`src/hw/rtl/ssrm_pkg.sv`:
```
`timescale 1ns / 1ps
// Package for the banked sensor register model: types, codes and constants.
// No dependencies; used by all files under hw/rtl.
package ssrm_pkg;

  localparam int NUM_BANKS_DEF = 4;

  localparam logic [6:0]  BANK_BASE   = 7'h48;
  localparam logic [15:0] CFG_RESET   = 16'h0001;
  localparam logic [15:0] HUM_BASE    = 16'd4000;
  localparam logic [4:0]  PH21_LAST   = 5'd20;
  localparam logic [7:0]  PH200_LAST  = 8'd199;
  localparam logic [15:0] HIGH_MASK   = 16'hff00;
  localparam logic [15:0] LOW_MASK    = 16'h00ff;

  localparam int CFG_IDX_W = 8;
  localparam logic [CFG_IDX_W-1:0] CFG_FAULT_ARM = 8'd0;
  localparam logic [CFG_IDX_W-1:0] CFG_BANK_MASK = 8'd1;

  typedef enum logic [1:0] {
    REG_TEMP = 2'd0,
    REG_HUM  = 2'd1,
    REG_CFG  = 2'd2
  } reg_sel_t;

  typedef enum logic [1:0] {
    ST_OK      = 2'd0,
    ST_NO_DEV  = 2'd1,
    ST_BUS_ERR = 2'd2,
    ST_UNSUP   = 2'd3
  } status_t;

  typedef enum logic [1:0] {
    SIZE_BYTE = 2'd0,
    SIZE_WORD = 2'd1
  } size_t;

  localparam logic OP_WRITE = 1'b0;
  localparam logic OP_READ  = 1'b1;

  typedef enum logic [1:0] {
    CS_IDLE,
    CS_DECODE,
    CS_EXEC
  } ctl_state_t;

  typedef struct packed {
    logic load;
    logic decode;
    logic commit;
  } dp_cmd_t;

  typedef struct packed {
    logic out_busy;
  } dp_sts_t;

  // (24000 + p*100) * 16 / 1000 for phase p of 0..20
  function automatic logic [15:0] temp_lut(input logic [4:0] p);
    logic [15:0] v;
    unique case (p)
      5'd0:    v = 16'd384;
      5'd1:    v = 16'd385;
      5'd2:    v = 16'd387;
      5'd3:    v = 16'd388;
      5'd4:    v = 16'd390;
      5'd5:    v = 16'd392;
      5'd6:    v = 16'd393;
      5'd7:    v = 16'd395;
      5'd8:    v = 16'd396;
      5'd9:    v = 16'd398;
      5'd10:   v = 16'd400;
      5'd11:   v = 16'd401;
      5'd12:   v = 16'd403;
      5'd13:   v = 16'd404;
      5'd14:   v = 16'd406;
      5'd15:   v = 16'd408;
      5'd16:   v = 16'd409;
      5'd17:   v = 16'd411;
      5'd18:   v = 16'd412;
      5'd19:   v = 16'd414;
      5'd20:   v = 16'd416;
      default: v = 16'd384;
    endcase
    return v;
  endfunction

endpackage

```
`src/hw/rtl/ssrm_ctrl.sv`:
```
`timescale 1ns / 1ps
// Controller for the sensor register model: sequences load, decode and commit.
// Depends on ssrm_pkg.
module ssrm_ctrl import ssrm_pkg::*; (
  input  logic    clk,
  input  logic    rst_n,
  input  logic    in_valid,
  output logic    in_stall,
  input  dp_sts_t sts,
  output dp_cmd_t cmd
);

  ctl_state_t state_r, state_nxt;

  always_ff @(posedge clk) begin
    if (!rst_n) begin
      state_r <= CS_IDLE;
    end else begin
      state_r <= state_nxt;
    end
  end

  always_comb begin
    state_nxt  = state_r;
    cmd        = '0;
    in_stall   = 1'b1;
    unique case (state_r)
      CS_IDLE: begin
        in_stall = 1'b0;
        if (in_valid) begin
          cmd.load  = 1'b1;
          state_nxt = CS_DECODE;
        end
      end
      CS_DECODE: begin
        cmd.decode = 1'b1;
        state_nxt  = CS_EXEC;
      end
      CS_EXEC: begin
        if (!sts.out_busy) begin
          cmd.commit = 1'b1;
          state_nxt  = CS_IDLE;
        end
      end
      default: state_nxt = CS_IDLE;
    endcase
  end

endmodule

```
`src/hw/rtl/ssrm_datapath.sv`:
```
`timescale 1ns / 1ps
// Datapath: bank registers, global counters, config registers and result register.
// Depends on ssrm_pkg.
module ssrm_datapath import ssrm_pkg::*; #(
  parameter int NUM_BANKS = NUM_BANKS_DEF
) (
  input  logic                 clk,
  input  logic                 rst_n,
  input  dp_cmd_t              cmd,
  output dp_sts_t              sts,
  input  logic [6:0]           in_slave_addr,
  input  logic                 in_operation,
  input  logic [1:0]           in_access_size,
  input  logic [7:0]           in_reg_index,
  input  logic [15:0]          in_write_data,
  input  logic                 cfg_valid,
  output logic                 cfg_ready,
  input  logic [CFG_IDX_W-1:0] cfg_index,
  input  logic [31:0]          cfg_wdata,
  output logic                 out_valid,
  input  logic                 out_stall,
  output logic [15:0]          out_read_data,
  output logic [1:0]           out_status,
  output logic [31:0]          out_transfer_count,
  output logic [31:0]          out_error_count,
  output logic [31:0]          out_ro_write_count,
  output logic [31:0]          out_faults_remaining,
  output logic [31:0]          out_bank_samples
);

  localparam int BW = (NUM_BANKS > 1) ? $clog2(NUM_BANKS) : 1;
  localparam logic [6:0] NB = 7'(NUM_BANKS);

  // latched beat
  logic [6:0]  addr_r;
  logic        op_r;
  logic [1:0]  size_r;
  logic [7:0]  regi_r;
  logic [15:0] wdata_r;

  // decoded
  logic          present_r;
  logic          reg_ok_r;
  logic [BW-1:0] bank_r;
  logic [6:0]    off;

  // bank state
  logic [15:0] temp_r  [NUM_BANKS];
  logic [15:0] hum_r   [NUM_BANKS];
  logic [15:0] cfg_r   [NUM_BANKS];
  logic [31:0] cnt_r   [NUM_BANKS];
  logic [4:0]  ph21_r  [NUM_BANKS];
  logic [7:0]  ph200_r [NUM_BANKS];

  // globals
  logic [31:0] xfer_r, xfer_nxt;
  logic [31:0] err_r, err_nxt;
  logic [31:0] ro_r, ro_nxt;
  logic [31:0] faults_r, faults_nxt;
  logic [3:0]  mask_r;

  // result register
  logic        out_valid_r, out_valid_nxt;
  logic [15:0] rdata_r, rdata_nxt;
  logic [1:0]  status_r, status_nxt;
  logic [31:0] samples_r, samples_nxt;

  // bank update
  logic        conv_en, cfg_we;
  logic [15:0] cfg_new, temp_new, hum_new, rval;
  logic [31:0] cnt_new;
  logic [4:0]  ph21_new;
  logic [7:0]  ph200_new;
  logic        wrap;

  assign cfg_ready    = 1'b1;
  assign sts.out_busy = out_valid_r & out_stall;

  assign off = addr_r - BANK_BASE;

  always_ff @(posedge clk) begin
    if (cmd.load) begin
      addr_r  <= in_slave_addr;
      op_r    <= in_operation;
      size_r  <= in_access_size;
      regi_r  <= in_reg_index;
      wdata_r <= in_write_data;
    end
    if (cmd.decode) begin
      present_r <= (addr_r >= BANK_BASE) && (off < NB) && ((off >= 7'd4) || mask_r[off[1:0]]);
      reg_ok_r  <= (regi_r < 8'd3);
      bank_r    <= off[BW-1:0];
    end
  end

  // conversion values for the addressed bank
  always_comb begin
    cnt_new   = cnt_r[bank_r] + 32'd1;
    wrap      = (cnt_new == 32'd0);
    ph21_new  = (wrap || ph21_r[bank_r] == PH21_LAST) ? 5'd0 : ph21_r[bank_r] + 5'd1;
    ph200_new = (wrap || ph200_r[bank_r] == PH200_LAST) ? 8'd0 : ph200_r[bank_r] + 8'd1;
    temp_new  = temp_lut(ph21_new);
    hum_new   = HUM_BASE + {8'd0, ph200_new};
  end

  always_comb begin
    xfer_nxt      = xfer_r;
    err_nxt       = err_r;
    ro_nxt        = ro_r;
    faults_nxt    = faults_r;
    out_valid_nxt = out_valid_r & out_stall;
    rdata_nxt     = rdata_r;
    status_nxt    = status_r;
    samples_nxt   = samples_r;
    conv_en       = 1'b0;
    cfg_we        = 1'b0;
    cfg_new       = cfg_r[bank_r];
    rval          = 16'd0;
    if (cmd.commit) begin
      out_valid_nxt = 1'b1;
      rdata_nxt     = 16'd0;
      status_nxt    = ST_OK;
      if (!present_r) begin
        status_nxt = ST_NO_DEV;
      end else if (!reg_ok_r) begin
        status_nxt = ST_BUS_ERR;
      end else begin
        xfer_nxt = xfer_r + 32'd1;
        if (faults_r != 32'd0) begin
          faults_nxt = faults_r - 32'd1;
          err_nxt    = err_r + 32'd1;
          status_nxt = ST_BUS_ERR;
        end else if (size_r != SIZE_BYTE && size_r != SIZE_WORD) begin
          err_nxt    = err_r + 32'd1;
          status_nxt = ST_UNSUP;
        end else if (op_r == OP_READ) begin
          unique case (regi_r[1:0])
            REG_TEMP: begin
              conv_en = 1'b1;
              rval    = temp_new;
            end
            REG_HUM: rval = hum_r[bank_r];
            default: rval = cfg_r[bank_r];
          endcase
          rdata_nxt = (size_r == SIZE_BYTE) ? (rval & LOW_MASK) : rval;
        end else if (regi_r[1:0] != REG_CFG) begin
          ro_nxt     = ro_r + 32'd1;
          err_nxt    = err_r + 32'd1;
          status_nxt = ST_BUS_ERR;
        end else begin
          cfg_we  = 1'b1;
          cfg_new = (size_r == SIZE_BYTE) ?
                    ((cfg_r[bank_r] & HIGH_MASK) | (wdata_r & LOW_MASK)) : wdata_r;
        end
      end
      samples_nxt = !present_r ? 32'd0 : (conv_en ? cnt_new : cnt_r[bank_r]);
    end
  end

  always_ff @(posedge clk) begin
    if (!rst_n) begin
      for (int i = 0; i < NUM_BANKS; i++) begin
        temp_r[i]  <= 16'd0;
        hum_r[i]   <= 16'd0;
        cfg_r[i]   <= CFG_RESET;
        cnt_r[i]   <= 32'd0;
        ph21_r[i]  <= 5'd0;
        ph200_r[i] <= 8'd0;
      end
    end else begin
      if (conv_en) begin
        cnt_r[bank_r]   <= cnt_new;
        ph21_r[bank_r]  <= ph21_new;
        ph200_r[bank_r] <= ph200_new;
        temp_r[bank_r]  <= temp_new;
        hum_r[bank_r]   <= hum_new;
      end
      if (cfg_we) begin
        cfg_r[bank_r] <= cfg_new;
      end
    end
  end

  always_ff @(posedge clk) begin
    if (!rst_n) begin
      xfer_r      <= 32'd0;
      err_r       <= 32'd0;
      ro_r        <= 32'd0;
      faults_r    <= 32'd0;
      mask_r      <= 4'hf;
      out_valid_r <= 1'b0;
    end else begin
      xfer_r      <= xfer_nxt;
      err_r       <= err_nxt;
      ro_r        <= ro_nxt;
      out_valid_r <= out_valid_nxt;
      faults_r    <= faults_nxt;
      if (cfg_valid && cfg_index == CFG_FAULT_ARM) begin
        faults_r <= cfg_wdata;
      end
      if (cfg_valid && cfg_index == CFG_BANK_MASK) begin
        mask_r <= cfg_wdata[3:0];
      end
    end
  end

  always_ff @(posedge clk) begin
    rdata_r   <= rdata_nxt;
    status_r  <= status_nxt;
    samples_r <= samples_nxt;
  end

  assign out_valid            = out_valid_r;
  assign out_read_data        = rdata_r;
  assign out_status           = status_r;
  assign out_transfer_count   = xfer_r;
  assign out_error_count      = err_r;
  assign out_ro_write_count   = ro_r;
  assign out_faults_remaining = faults_r;
  assign out_bank_samples     = samples_r;

endmodule

```
`src/hw/rtl/smbus_sensor_register_model_unit.sv`:
```
`timescale 1ns / 1ps
// Top level of the banked sensor register model: controller plus datapath.
// Depends on ssrm_pkg, ssrm_ctrl and ssrm_datapath.
// Input beat to result beat: load, decode and commit, the result being registered.
// Throughput: one access at a time, stepping through the controller's three states;
// a result held by out_stall delays the commit of the following access.
// Reset: synchronous on rst_n low; banks back to config 1, counters and faults 0, mask 0xf.
module smbus_sensor_register_model_unit import ssrm_pkg::*; #(
  parameter int NUM_BANKS = NUM_BANKS_DEF
) (
  input  logic                 clk,
  input  logic                 rst_n,
  input  logic                 in_valid,
  output logic                 in_stall,
  input  logic [6:0]           in_slave_addr,
  input  logic                 in_operation,
  input  logic [1:0]           in_access_size,
  input  logic [7:0]           in_reg_index,
  input  logic [15:0]          in_write_data,
  input  logic                 cfg_valid,
  output logic                 cfg_ready,
  input  logic [CFG_IDX_W-1:0] cfg_index,
  input  logic [31:0]          cfg_wdata,
  output logic                 out_valid,
  input  logic                 out_stall,
  output logic [15:0]          out_read_data,
  output logic [1:0]           out_status,
  output logic [31:0]          out_transfer_count,
  output logic [31:0]          out_error_count,
  output logic [31:0]          out_ro_write_count,
  output logic [31:0]          out_faults_remaining,
  output logic [31:0]          out_bank_samples
);

  dp_cmd_t cmd;
  dp_sts_t sts;

  ssrm_ctrl u_ctrl (
    .clk      (clk),
    .rst_n    (rst_n),
    .in_valid (in_valid),
    .in_stall (in_stall),
    .sts      (sts),
    .cmd      (cmd)
  );

  ssrm_datapath #(
    .NUM_BANKS (NUM_BANKS)
  ) u_dp (
    .clk                  (clk),
    .rst_n                (rst_n),
    .cmd                  (cmd),
    .sts                  (sts),
    .in_slave_addr        (in_slave_addr),
    .in_operation         (in_operation),
    .in_access_size       (in_access_size),
    .in_reg_index         (in_reg_index),
    .in_write_data        (in_write_data),
    .cfg_valid            (cfg_valid),
    .cfg_ready            (cfg_ready),
    .cfg_index            (cfg_index),
    .cfg_wdata            (cfg_wdata),
    .out_valid            (out_valid),
    .out_stall            (out_stall),
    .out_read_data        (out_read_data),
    .out_status           (out_status),
    .out_transfer_count   (out_transfer_count),
    .out_error_count      (out_error_count),
    .out_ro_write_count   (out_ro_write_count),
    .out_faults_remaining (out_faults_remaining),
    .out_bank_samples     (out_bank_samples)
  );

endmodule

```
`config.mk`:
```
export PLATFORM = sky130hd
export DESIGN_NAME = smbus_sensor_register_model_unit
export DESIGN_NICKNAME = d
export VERILOG_FILES = /design/src/hw/rtl/ssrm_pkg.sv /design/src/hw/rtl/ssrm_ctrl.sv /design/src/hw/rtl/ssrm_datapath.sv /design/src/hw/rtl/smbus_sensor_register_model_unit.sv
export SDC_FILE = /design/constraint.sdc
export NUM_CORES = 1
export LEC_CHECK = 0
export BUFFER_PORTS_ARGS = -buffer_cell sky130_fd_sc_hd__buf_4
export CORE_ASPECT_RATIO = 0.8
export CORE_MARGIN = 2
export CORE_UTILIZATION = 35
export DETAILED_ROUTE_END_ITERATION = 8
export PLACE_DENSITY = 0.6
export SYNTH_ARGS = -nofsm -noshare
export SYNTH_HDL_FRONTEND = slang
export SYNTH_HIERARCHICAL = 1
export SYNTH_SLANG_ARGS = --single-unit
```
`constraint.sdc`:
```
create_clock -name clk -period 8.7 [get_ports clk]
set_clock_uncertainty 0.1 [all_clocks]
set_input_delay 0.87 -clock clk [delete_from_list [all_inputs] [get_ports clk]]
set_output_delay 0.87 -clock clk [all_outputs]
set_load 0.03 [all_outputs]
```
==> impl_metrics.csv <==
group,metric,value,unit
finish,regArea,0.01344,mm2
timing,period_share,68.69,%
clocking,htree_levels,2,
finish,area_growth,20.24,%
clocking,clkTransAtPathRegs,60,ps
clocking,cts-resized-gates,0,
clocking,clkLatencyLatePin,600,ps
logic_synthesis,synth.avg_cell_area,11.88,um2
drt,dr.pass1.iters,5,
logic_synthesis,ys_types,81,
place,gp_congestion,0.8691,
timing,worst_pin_slew,1067,ps
logic_synthesis,netlist_area,0.02267,mm2
power_and_ir_drop,powerDensity,196.6,mW/mm2
die,fp.dieW,288.6,um
clocking,root_buffer,"clkbuf_16",
die,die_h,231.6,um
power_and_ir_drop,p_leak,10.40,nW
clocking,clock_path_buffers,3,
die,coreArea,0.06408,mm2
logic_synthesis,synth_flop_cell,"edfxtp_1",
setup_path,crit_type,"flop to flop",
finish,fin_nets,2250,
setup_path,r2r_end,"u_dp/out_read_data[0]$_SDFFCE_PP0P_",
place,place_hpwl,39530,um
drt,routedWlPerCell,19.63,um
setup_path,cp.required,8980,ps
drt,via_per_inst,5.216,
setup_path,worstPathMaxFanout,35,
global_routing,grt_pass1_wl,92780,um
drt,detail-route-antenna-nets,0,
finish,multi_input_area,0.008713,mm2
timing,timing.slew.headroom,28.84,%
die,std_cell_rows,83,
global_routing,grt_pass1_vias,15860,
setup_path,rrSetupSlack,2720,ps
global_routing,grt_antenna_before_repair,0,
global_routing,grt_use_total,17.81,%
place,port_buffers,258,
drt,wirelength,59810,um
finish,drive_gt1_share,20.89,%
power_and_ir_drop,irDropWorstVdd,122.0,uV
global_routing,grt_overflow_total,0,
finish,diodes,0,
logic_synthesis,syn_inst,1909,
die,ios,260,
logic_synthesis,synthArstFlopShare,0,%
logic_synthesis,yosys_warnings,6,
setup_path,startpoint_type,"flop",
clocking,numCtsBuffers,52,
timing,slew_viol_final,0,
timing,fin_crit,5976,ps
die,dieArea,0.06684,mm2
clocking,cts_hold_buf,0,
power_and_ir_drop,totalPowerFinal,5.360,mW
timing,setup_viol,0,
timing,setup-tns-final,0,ps
clocking,clock_sinks,493,
clocking,post_cts_buffers,0,
setup_path,ff2ff_path_depth,19,
logic_synthesis,synth_edf_count,356,
setup_path,worstPathArrival,6260,ps
clocking,cts_tree,"built",
status,outcome,"complete, no violations",
timing,final_hold_viol_count,0,
drt,dr_total_vias,15890,
worst_hold_path,hold_path_class,"primary input to flop",
logic_synthesis,syn_nets,2005,
worst_hold_path,hp-start,"in_reg_index[3]",
setup_path,end_kind,"flop",
timing,rsz0062_at_grt,"no",
drt,drt_iter0_markers,1279,
timing,fmax,167.3,MHz
finish,num-fill-cells,5913,
global_routing,grt_max_degree,94,
logic_synthesis,ys_ff_latch,493,
logic_synthesis,yosysSeqAreaShare,59.25,%
setup_path,crit_end,"u_dp/out_read_data[0]$_SDFFCE_PP0P_",
timing,hold_ws,338.2,ps
die,start_util,35.38,%
drt,drc_errors,0,
job,drv_cap,0,
## metrics by stage
step	std cells	utilization (%)	cell area (um2)	setup slack (ps)
2_1_floorplan	1909	-	22670	2387
3_3_place_gp	2950	39.76	25480	2997
3_5_place_dp	2950	39.76	25480	2795
4_1_cts	3047	42.55	27260	2767
5_1_grt	3047	42.55	27260	2077
6_report	3047	42.55	27260	2724
## where the power goes
part	switching (mW)	leakage (nW)	internal, mW	total, mW
Clock	0.937	0.863	1.39	2.33
Sequential	0.0362	4.69	2.58	2.61
Combinational	0.266	4.85	0.151	0.417
## cell families after synthesis
logic type / synth area share [%]
buf+inv: 2.505
compound gates: 4.586
mux: 7.919
xor+xnor: 6.529
other cells: 0.01654
simple gates: 18.26
flops: 59.25
fa+ha+maj: 0.9382
## placed cells by master, fill, tap and decap left out, types with 12 or more instances in the layout
cell type / netlist / routed
nor2_1: 391 / 390
edfxtp_1: 356 / 356
buf_4: 9 / 281
dfxtp_1: 137 / 135
nand2_1: 134 / 131
xor2_1: 94 / 94
xnor2_1: 75 / 75
nand3_1: 66 / 66
mux4_2: 60 / 60
and3_1: 60 / 60
clkbuf_16: 0 / 55
inv_1: 39 / 39
a21oi_1: 36 / 36
o21ai_0: 35 / 35
nand4_1: 32 / 32
nor3_1: 31 / 30
or3_1: 27 / 27
mux2i_1: 20 / 20
and2_1: 17 / 17
a211oi_1: 17 / 17
ha_1: 17 / 17
and4_1: 16 / 16
o211a_1: 15 / 15
nand2b_1: 14 / 14
nor4_1: 13 / 13
clkinv_1: 0 / 12
## worst min path at each step
stage / end / slack (ps) / cells past startpoint
after floorplan: u_dp/mask_r[2]$_SDFFE_PN1P_ / 340 / 2
after global placement: u_dp/mask_r[2]$_SDFFE_PN1P_ / 350 / 2
after detailed placement: u_dp/mask_r[1]$_SDFFE_PN1P_ / 370 / 2
after CTS: u_dp/wdata_r[14]$_DFFE_PP_ / 300 / 1
after global routing: u_dp/wdata_r[14]$_DFFE_PP_ / 310 / 1
final: u_dp/regi_r[3]$_DFFE_PP_ / 340 / 1
## cell usage after synthesis (4+ instances only)
cell      count  area [um2]
a211oi_1     17       127.6
a21oi_1      36       180.2
a22oi_1       9       67.56
a311oi_1      4       35.03
and2_1       17       106.4
and3_1       60       375.4
and4_1       16       140.1
buf_1         6       22.52
buf_2        12       60.06
buf_4         9       67.56
clkbuf_1     60       225.2
dfxtp_1     137        2743
edfxtp_1    356       10690
ha_1         17       212.7
inv_1        39       146.4
mux2i_1      20       200.2
mux4_1        8       210.2
mux4_2       60        1351
nand2_1     134       503.0
nand2b_1     14       87.58
nand3_1      66       330.3
nand3_2       4       40.04
nand4_1      32       200.2
nor2_1      391        1468
nor2b_1       9       56.30
nor3_1       31       155.2
nor3b_1       4       30.03
nor4_1       13       81.33
nor4_2        4       50.05
nor4b_1       4       35.03
o211a_1      15       150.1
o21ai_0      35       175.2
o31ai_1       4       30.03
or2_2         5       31.28
or3_1        27       168.9
or4b_1        4       40.04
xnor2_1      75       656.9
xor2_1       94       823.3
## critical path, stage by stage, from the launching register on
cell and delay (ps):
dfxtp_2 950, mux4_1 530, ha_1 290, nand2_1 80, o22ai_2 340, nand3_2 250, nor4_4 440, nand3_2 180
nor3b_1 180, o2111a_2 310, a21boi_1 460, nand2_1 320, inv_1 180, ha_1 210, mux2i_1 90, o2111ai_1 250
nand2_1 90, o21ai_0 70, o21ai_0 120, nor4_1 300
## layer usage
layer	share of wire, %	routed length (um)	up-vias	global-route usage (%)
met4	1.9	1156	0	4.275
met1	44	26440	7868	24.30
met3	8.5	5063	79	5.197
met5	0	0	-	0
li1	-	-	7407	-
met2	45	27150	539	27.86
## layout make-up
cell class,instances,area share (%)
well taps,850,3.901
repair buffers,281,7.738
clock buffers,66,5.237
inverters,40,0.5554
flip-flops and latches,493,49.29
multi-input cells,1286,31.96
clock inverters,31,1.313
## flip-flops by register name, indices dropped and copies added, names as in the netlist, 16 cells and up, named ones only
name,flops
u_dp/ph21_r,20
u_dp/cnt_r,128
u_dp/wdata_r,16
u_dp/hum_r,34
u_dp/out_ro_write_count,32
u_dp/out_bank_samples,32
u_dp/out_read_data,16
u_dp/cfg_r,64
u_dp/ph200_r,22
u_dp/out_faults_remaining,32
u_dp/out_transfer_count,32
u_dp/out_error_count,32
(Power assumes the default switching activity.)
